**src/sv/gms_pkg.sv**
```systemverilog
`default_nettype none
// ----------------------------------------------------------------------------
// Genotype marker statistics package
// Shared sizes, command codes, the per-marker tally word and divider structs.
// ----------------------------------------------------------------------------
package gms_pkg;

	localparam int MARKERS    = 1024;
	localparam int IDX_BITS   = $clog2(MARKERS);
	localparam int COUNT_BITS = 20;
	localparam int SUM_BITS   = COUNT_BITS + 1;
	localparam int REM_BITS   = SUM_BITS + 1;
	localparam int FRAC_BITS  = 16;
	localparam int Q_BITS     = FRAC_BITS + 1;
	localparam int CODE_BITS  = FRAC_BITS + 3;
	localparam int PROD_BITS  = 2 * Q_BITS;

	localparam logic [1:0] CMD_ADD    = 2'd0;
	localparam logic [1:0] CMD_REPORT = 2'd1;
	localparam logic [1:0] CMD_CLEAR  = 2'd2;

	typedef struct packed {
		logic [COUNT_BITS-1:0] called;
		logic [SUM_BITS-1:0]   allele;
		logic [COUNT_BITS-1:0] hom_zero;
		logic [COUNT_BITS-1:0] het;
		logic [COUNT_BITS-1:0] hom_two;
		logic [COUNT_BITS-1:0] missing;
	} tally_t;

	typedef struct packed {
		logic              start;
		logic [SUM_BITS-1:0] num;
		logic [SUM_BITS-1:0] den;
	} div_req_t;

	typedef struct packed {
		logic              done;
		logic [Q_BITS-1:0] quot;
	} div_rsp_t;

endpackage : gms_pkg
`default_nettype wire

```
**src/sv/gms_div.sv**
```systemverilog
`default_nettype none
// ----------------------------------------------------------------------------
// Fraction divider
// Restoring divider giving floor(num * 2^16 / den) for num <= den, one
// quotient bit per cycle.
// ----------------------------------------------------------------------------
module gms_div import gms_pkg::*; (
	input  wire logic     clk,
	input  wire logic     arst_n,
	input  wire div_req_t req,
	output div_rsp_t      rsp
);

	logic [REM_BITS-1:0]          rem_q;
	logic [SUM_BITS-1:0]          den_q;
	logic [Q_BITS-1:0]            quot_q;
	logic [$clog2(Q_BITS+1)-1:0]  cnt_q;
	logic                         busy_q;
	logic                         done_q;
	logic [REM_BITS-1:0]          trial;
	logic                         fits;

	always_comb begin
		trial = (cnt_q == '0) ? rem_q : {rem_q[REM_BITS-2:0], 1'b0};
		fits  = trial >= {1'b0, den_q};
	end

	always_ff @(posedge clk or negedge arst_n) begin
		if (!arst_n) begin
			busy_q <= 1'b0;
			done_q <= 1'b0;
			cnt_q  <= '0;
		end else begin
			done_q <= 1'b0;
			if (req.start) begin
				busy_q <= 1'b1;
				cnt_q  <= '0;
			end else if (busy_q) begin
				if (cnt_q == Q_BITS - 1) begin
					busy_q <= 1'b0;
					done_q <= 1'b1;
				end
				cnt_q <= cnt_q + 1'b1;
			end
		end
	end

	always_ff @(posedge clk) begin
		if (req.start) begin
			rem_q  <= {1'b0, req.num};
			den_q  <= req.den;
			quot_q <= '0;
		end else if (busy_q) begin
			rem_q  <= fits ? (trial - {1'b0, den_q}) : trial;
			quot_q <= {quot_q[Q_BITS-2:0], fits};
		end
	end

	assign rsp.done = done_q;
	assign rsp.quot = quot_q;

endmodule : gms_div
`default_nettype wire

```
**config.mk**
```make
export PLATFORM = sky130hd
export DESIGN_NAME = gms_div
export DESIGN_NICKNAME = d
export VERILOG_FILES = /design/src/sv/gms_pkg.sv /design/src/sv/gms_div.sv
export SDC_FILE = /design/constraint.sdc
export NUM_CORES = 1
export LEC_CHECK = 0
export ABC_AREA = 1
export BUFFER_PORTS_ARGS = -buffer_cell sky130_fd_sc_hd__buf_2
export CORE_MARGIN = 3
export CORE_UTILIZATION = 59
export CTS_CLUSTER_SIZE = 12
export DETAILED_ROUTE_END_ITERATION = 8
export GPL_ROUTABILITY_DRIVEN = 0
export PLACE_DENSITY = 0.77
export SLEW_MARGIN = 30
export SYNTH_ARGS = -nofsm -noshare
export SYNTH_HDL_FRONTEND = slang
export SYNTH_SLANG_ARGS = --single-unit
```
**constraint.sdc**
```tcl
create_clock -name clk -period 3.45 [get_ports clk]
set_input_delay 0.1725 -clock clk [delete_from_list [all_inputs] [get_ports clk]]
set_output_delay 0.1725 -clock clk [all_outputs]
set_load 0.05 [all_outputs]
```
==> results.yml, run 1 <==
worst_setup_path:
  critPathKind: "register to register"
  slowest_delay_ns: 0.39
  path_buf_inv: 3
  cp.required_ns: 3.56
  critPathMaxFanout: 41
  slowest_stage: "dfrtp_1"
  cp_top_family: "simple AND/OR/NAND/NOR gates"
  cp-start-kind: "register"
  worst_ep_arrival_time_ns: 3.32
  crit_path_end_kind: "register"
  crit_top_cell: "nand2_1"
  cp_cell_sequence: "inv_1 > ha_2 > nand3_2 > buf_12 > nand2_1 > o21ai_0 > ha_1 > nand2_1 > nor2_1 > nand2_1 > nor3_2 > nand3_2 > buf_4 > nand4_1 > nand2_1 > nand2_1 > nand2_1"
floorplanning:
  ios: 63
  die-area_um2: 9150
  die_h_um: 95.7
  rows: 32
  die_w_um: 95.7
  core_area_um2: 7770
  initial_core_util_pct: 61.1
synthesis:
  yosys_warnings: 0
  ys_types: 34
  synthArstFlopShare_pct: 10.4
  ys_top_cells_by_area: "edfxtp_1 (27%), nand2_1 (19%), inv_1 (12%)"
  muxShareOfSynthArea_pct: 0
  synth.yosys.seq_area_share_pct: 37.9
  synth_nets: 759
  synth_area_um2: 4740
  synth_top_family_by_area: "simple AND/OR/NAND/NOR gates"
  synthSimpleGateAreaFrac_pct: 32.2
  synth_top_area_share_pct: 26.6
  synth_edf_count: 42
  yosys_register_bits: 67
  yosysTopAreaCell: "edfxtp_1"
  synth_xor_area_share_pct: 2.22
  synth_fa_ha_area_share_pct: 6.49
  synthCells: 690
  synth_ff_type: "edfxtp_1"
  synth_compound_area_share_pct: 6.89
  avgSynthCellArea_um2: 6.87
sta:
  relSlewSlack_pct: 44.2
  fin_skew_ns: 0.0118
  tightestPinTransition_ns: 0.832
  finalHoldViolCount: 0
  finalMaxSlewViolations: 0
  tns_ns: 0
  rsz0062_at_grt: "yes"
  min_period_ns: 3.21
  fmax_mhz: 311
  period_share_pct: 93.2
  whs_ns: 0.0856
  setup_viol: 0
flow_run:
  maxCapViolations: 0
pwr:
  ir_drop_mv: 0.385
  power.static_leakage_uw: 0.00300
  power_density_nw_per_um2: 756
detailed_routing:
  first_pass_iters: 5
  post_drt_wl_per_cell_um: 13.5
  vias: 4664
  drt-total-wl_um: 11900
  drt.antenna.violating_nets: 0
  drc: 0
  first_iter_violations: 347
  viasPerCell: 5.29
finish:
  antenna_cells: 0
  layout-drive-gt1-share_pct: 13.5
  area_delta_synth_final_pct: 18.2
  layout_common_cells: "nand2_1 (237), inv_1 (150), buf_2 (62)"
  instances_no_fill: 882
  num-nets-final: 844
  final_common_cell: "nand2_1"
  fin_area_um2: 5600
global_route:
  grt_pass1_vias: 4439
  grt_pass1_wl_um: 19500
  grt_overflow_total: 0
  grt_max_degree: 42
  antenna_found_initial: 0
  grt_use_total_pct: 26.7
placement:
  numPortBuffers: 62
  dp_cells: 839
  hpwl_um: 8210
  place_area_um2: 5130
clocking:
  clk_latency_ns: 0.36
  clkSinkCount: 67
  cts_root_buf: "clkbuf_8"
  cts_tree: "yes"
  path_clk_slew_ns: 0.08
  clockBufferDepth: 2
  ctsHtreeMaxLevel: 3
  cts_buffers: 9
run_status:
  outcome: "complete, no violations"
hold_path:
  hp-class: "input pin to register"
==> stage by stage <==
| step | setup slack [ns] | util [%] | total power, uW |
|---|---|---|---|
| finish | 0.236 | 72.1 | 4240 |
| global route | -0.0509 | 72.1 | 4610 |
| CTS | 0.144 | 71.3 | 4100 |
| detailed placement | 0.170 | 66.0 | 3400 |
| global placement | 0.288 | 66.0 | 3350 |
| floorplan | 0.664 | - | 2940 |
==> what timing repair did <==
action                                  in CTS  in global routing
hold buffers                                22                  0
endpoints found under the setup margin       0                 22
gates resized for setup                      0                 15
endpoints found under the hold margin       28                  0
buffers inserted                             0                  4
==> routing by layer <==
metal / global-route usage (%) / up-vias / wire length (um)
met5: 0 / - / 0
li1: - / 2330 / -
met3: 4.26 / 42 / 844
met2: 46.0 / 190 / 5670
met1: 33.2 / 2102 / 5060
met4: 10.9 / 0 / 343
==> final timing paths <==
check                           start  cells after the start  slack, ns          to
setup / recovery             cnt_q[1]                     17       0.24   rem_q[17]
hold / removal                req[27]                      3       0.09    rem_q[6]
setup reg to reg             cnt_q[1]                     17       0.24   rem_q[17]
hold reg to reg            quot_q[16]                      2       0.48  quot_q[16]
max in group asynchronous      arst_n                      2       3.09    cnt_q[4]
min in group asynchronous      arst_n                      2       0.21    cnt_q[0]
==> logic make-up (layout without fill, tap and decap cells) <==
family	after synthesis	count (layout)
buffers and inverters	173	262
DFF	67	67
AOI/OAI and AO/OA	61	61
adders and majority gates	24	24
xor gates and xnor gates	12	12
and+or+nand+nor	353	354
==> sequential cells by signal (all words and copies together) (netlist names) <==
signal / count
rem_q: 22
quot_q: 17
busy_q: 1
cnt_q: 5
den_q: 21
done_q: 1
==> worst reg2reg max path: stages (launching register included) <==
cell	delay, ns
dfrtp_1	0.39
inv_1	0.10
ha_2	0.22
nand3_2	0.10
buf_12	0.19
nand2_1	0.08
o21ai_0	0.13
ha_1	0.38
nand2_1	0.09
nor2_1	0.16
nand2_1	0.11
nor3_2	0.20
nand3_2	0.18
buf_4	0.28
nand4_1	0.13
nand2_1	0.05
nand2_1	0.06
nand2_1	0.09
==> synthesized netlist by cell type (2+ instances only) <==
library cell / n
nand2_1: 237
inv_1: 150
edfxtp_1: 42
nor2_1: 35
nand3_1: 33
nand4_1: 29
o21ai_0: 26
ha_1: 23
a21oi_1: 18
dfxtp_1: 18
o22ai_1: 15
clkbuf_1: 10
xnor2_1: 10
dfrtp_1: 7
buf_2: 5
nand2_2: 4
nand3b_1: 4
nor2_4: 3
buf_4: 2
buf_6: 2
inv_2: 2
nand3_2: 2
xor2_1: 2
==> layout make-up <==
class                      instances  area, um2
inverter                         153        574
fill                             670       2160
clock buffer                      10        128
sequential                        67       1800
multi-input combinational        451       2300
timing repair buffer              93        614
clock inverter                     6       63.8
tap                              102        128
==> where the power goes <==
group / internal, uW / switching (uW)
logic: 882 / 1560
registers: 1050 / 81.0
clock network: 336 / 331
Power figures use the tool's default switching activity.
==> inputs of run 2 (changes only) <==
- REMOVE_ABC_BUFFERS: not set -> 1
==> run 2 against run 1 <==
  * Cell count grew 0.11%
  * Routed wire length decreased by 1.5%
  * First-iteration DRC count grew 17%
  * Count of clock-buffer cells in the layout up 1
==> results.yml, run 2 (same netlist as run 1, synthesis figures left out) <==
sta:
  fin_skew_ns: 0.0113
  min_period_ns: 3.19
  setup_viol: 0
  tightestPinTransition_ns: 0.800
  finalHoldViolCount: 0
  rsz0062_at_grt: "no"
  tns_ns: 0
  period_share_pct: 92.4
  fmax_mhz: 314
  relSlewSlack_pct: 46.3
  finalMaxSlewViolations: 0
worst_setup_path:
  slowest_stage: "fa_1"
  worst_ep_arrival_time_ns: 3.29
  cp.required_ns: 3.55
  crit_path_end_kind: "register"
  r2r_cells: 18
  regToRegStartpoint: "cnt_q[0]"
  path_buf_inv: 5
  critPathMaxFanout: 41
  r2r-end: "rem_q[20]"
  r2r_slack_ns: 0.26
  cp_top_family: "simple AND/OR/NAND/NOR gates"
  critPathKind: "register to register"
  cp-start-kind: "register"
  slowest_delay_ns: 0.45
  cp_cell_sequence: "inv_1 > ha_2 > nand3_2 > buf_12 > o21ai_1 > inv_1 > fa_1 > inv_1 > nand3_1 > nand3_1 > nand2_1 > nand2_1 > nand2_4 > buf_6 > nand4_1 > nand2_1 > nand2_1 > nand2_1"
  crit_top_cell: "nand2_1"
floorplanning:
  die_w_um: 95.7
  ios: 63
  die_h_um: 95.7
  core_area_um2: 7770
  initial_core_util_pct: 61.1
  rows: 32
  die-area_um2: 9150
clocking:
  cts_root_buf: "clkbuf_8"
  clkSinkCount: 67
  path_clk_slew_ns: 0.08
  ctsHtreeMaxLevel: 3
  cts_buffers: 9
  clk_latency_ns: 0.35
  cts_tree: "yes"
  clockBufferDepth: 2
finish:
  reg_top3: "rem_q x22, den_q x21, quot_q x17"
  largest_register_ffs: 22
  layout-drive-gt1-share_pct: 13.3
  seqCellArea_um2: 1800
  final_common_cell: "nand2_1"
  antenna_cells: 0
  area_delta_synth_final_pct: 19.6
  multi_input_area_um2: 2320
  num-nets-final: 845
  largest_register: "rem_q"
  layout_common_cells: "nand2_1 (237), inv_1 (150), buf_2 (62)"
  final_core_util_pct: 73.0
  n_fill_cell: 638
hold_path:
  worstHoldStart: "req[29]"
  hp-class: "input pin to register"
  holdPathEnd: "rem_q[8]"
  hold_depth: 3
pwr:
  swShare_pct: 44.8
  intPower_uw: 2390
  pwr-share-clk_pct: 17.9
  power_frac_seq_pct: 26.0
  p_comb_share_pct: 56.1
  ir_drop_mv: 0.385
  switching_power_uw: 1940
  power.static_leakage_uw: 0.00303
  power_density_nw_per_um2: 764
placement:
  numPortBuffers: 62
  hpwl_um: 8020
flow_run:
  maxCapViolations: 0
global_route:
  antenna_found_initial: 0
  grt_max_degree: 42
  grt_pass1_wl_um: 19200
  grt_pass1_vias: 4386
  grt_overflow_total: 0
  grt_use_total_pct: 26.5
detailed_routing:
  drc: 0
  drt-total-wl_um: 11700
  viasPerCell: 5.26
  vias: 4647
  first_pass_iters: 5
  first_iter_violations: 407
  drt.antenna.violating_nets: 0
  post_drt_wl_per_cell_um: 13.3
run_status:
  outcome: "complete, no violations"
[run 2: layer usage]
metal	track usage, %	up-vias	wire length [um]
li1	-	2334	-
met1	32.3	2099	5040
met2	44.5	175	5460
met3	4.89	39	866
met4	13.6	0	368
met5	0	-	0
[run 2: repair_timing]
action / CTS / global route
gates resized for setup: 0 / 7
buffers inserted: 0 / 4
hold endpoints to repair: 28 / 0
hold buffers: 22 / 0
endpoints found under the setup margin: 0 / 21
[run 2: worst max path at each step]
| stage | to | startpoint | depth (start not counted) |
|---|---|---|---|
| 3_3_place_gp | rem_q[17] | cnt_q[0] | 18 |
| 4_1_cts | rem_q[20] | cnt_q[0] | 18 |
| 2_1_floorplan | rem_q[17] | cnt_q[0] | 17 |
| 6_report | rem_q[20] | cnt_q[0] | 18 |
| 5_1_grt | rem_q[18] | cnt_q[1] | 17 |
| 3_5_place_dp | rem_q[20] | cnt_q[0] | 18 |
[run 2: cell type report]
type / instances / area share [%]
sequential: 67 / 31.7
clock buffer: 11 / 2.69
timing repair buffer: 93 / 10.9
clock inverter: 5 / 1.48
tap: 102 / 2.25
inverter: 153 / 10.1
multi-input combinational: 452 / 40.9
[run 2: metrics by stage]
stage	worst slack (ns)	cell area, um2	hold WS [ns]	power, uW	std cells
finish	0.261	5670	0.0860	4330	883
global route	0.0272	5670	0.0806	4720	883
CTS	0.212	5580	0.0725	4200	877
detailed placement	0.218	5130	0.00867	3380	839
global placement	0.337	5130	0.00640	3340	839
floorplan	0.210	4640	-0.123	2880	670
[run 2: power groups by stage]
| stage | sequential [uW] | clock [uW] | combinational (uW) |
|---|---|---|---|
| final | 1130 | 776 | 2430 |
| after global routing | 1140 | 819 | 2750 |
| after CTS | 1120 | 793 | 2280 |
| after detailed placement | 1140 | 0 | 2230 |
| after global placement | 1140 | 0 | 2200 |
| after floorplan | 1150 | 0 | 1730 |
[run 2: worst register-to-register path: stages (launching register included)]
cell     delay (ns)
dfrtp_1        0.41
inv_1          0.09
ha_2           0.22
nand3_2        0.10
buf_12         0.18
o21ai_1        0.21
inv_1          0.10
fa_1           0.45
inv_1          0.13
nand3_1        0.09
nand3_1        0.13
nand2_1        0.07
nand2_1        0.14
nand2_4        0.15
buf_6          0.21
nand4_1        0.11
nand2_1        0.06
nand2_1        0.05
nand2_1        0.07
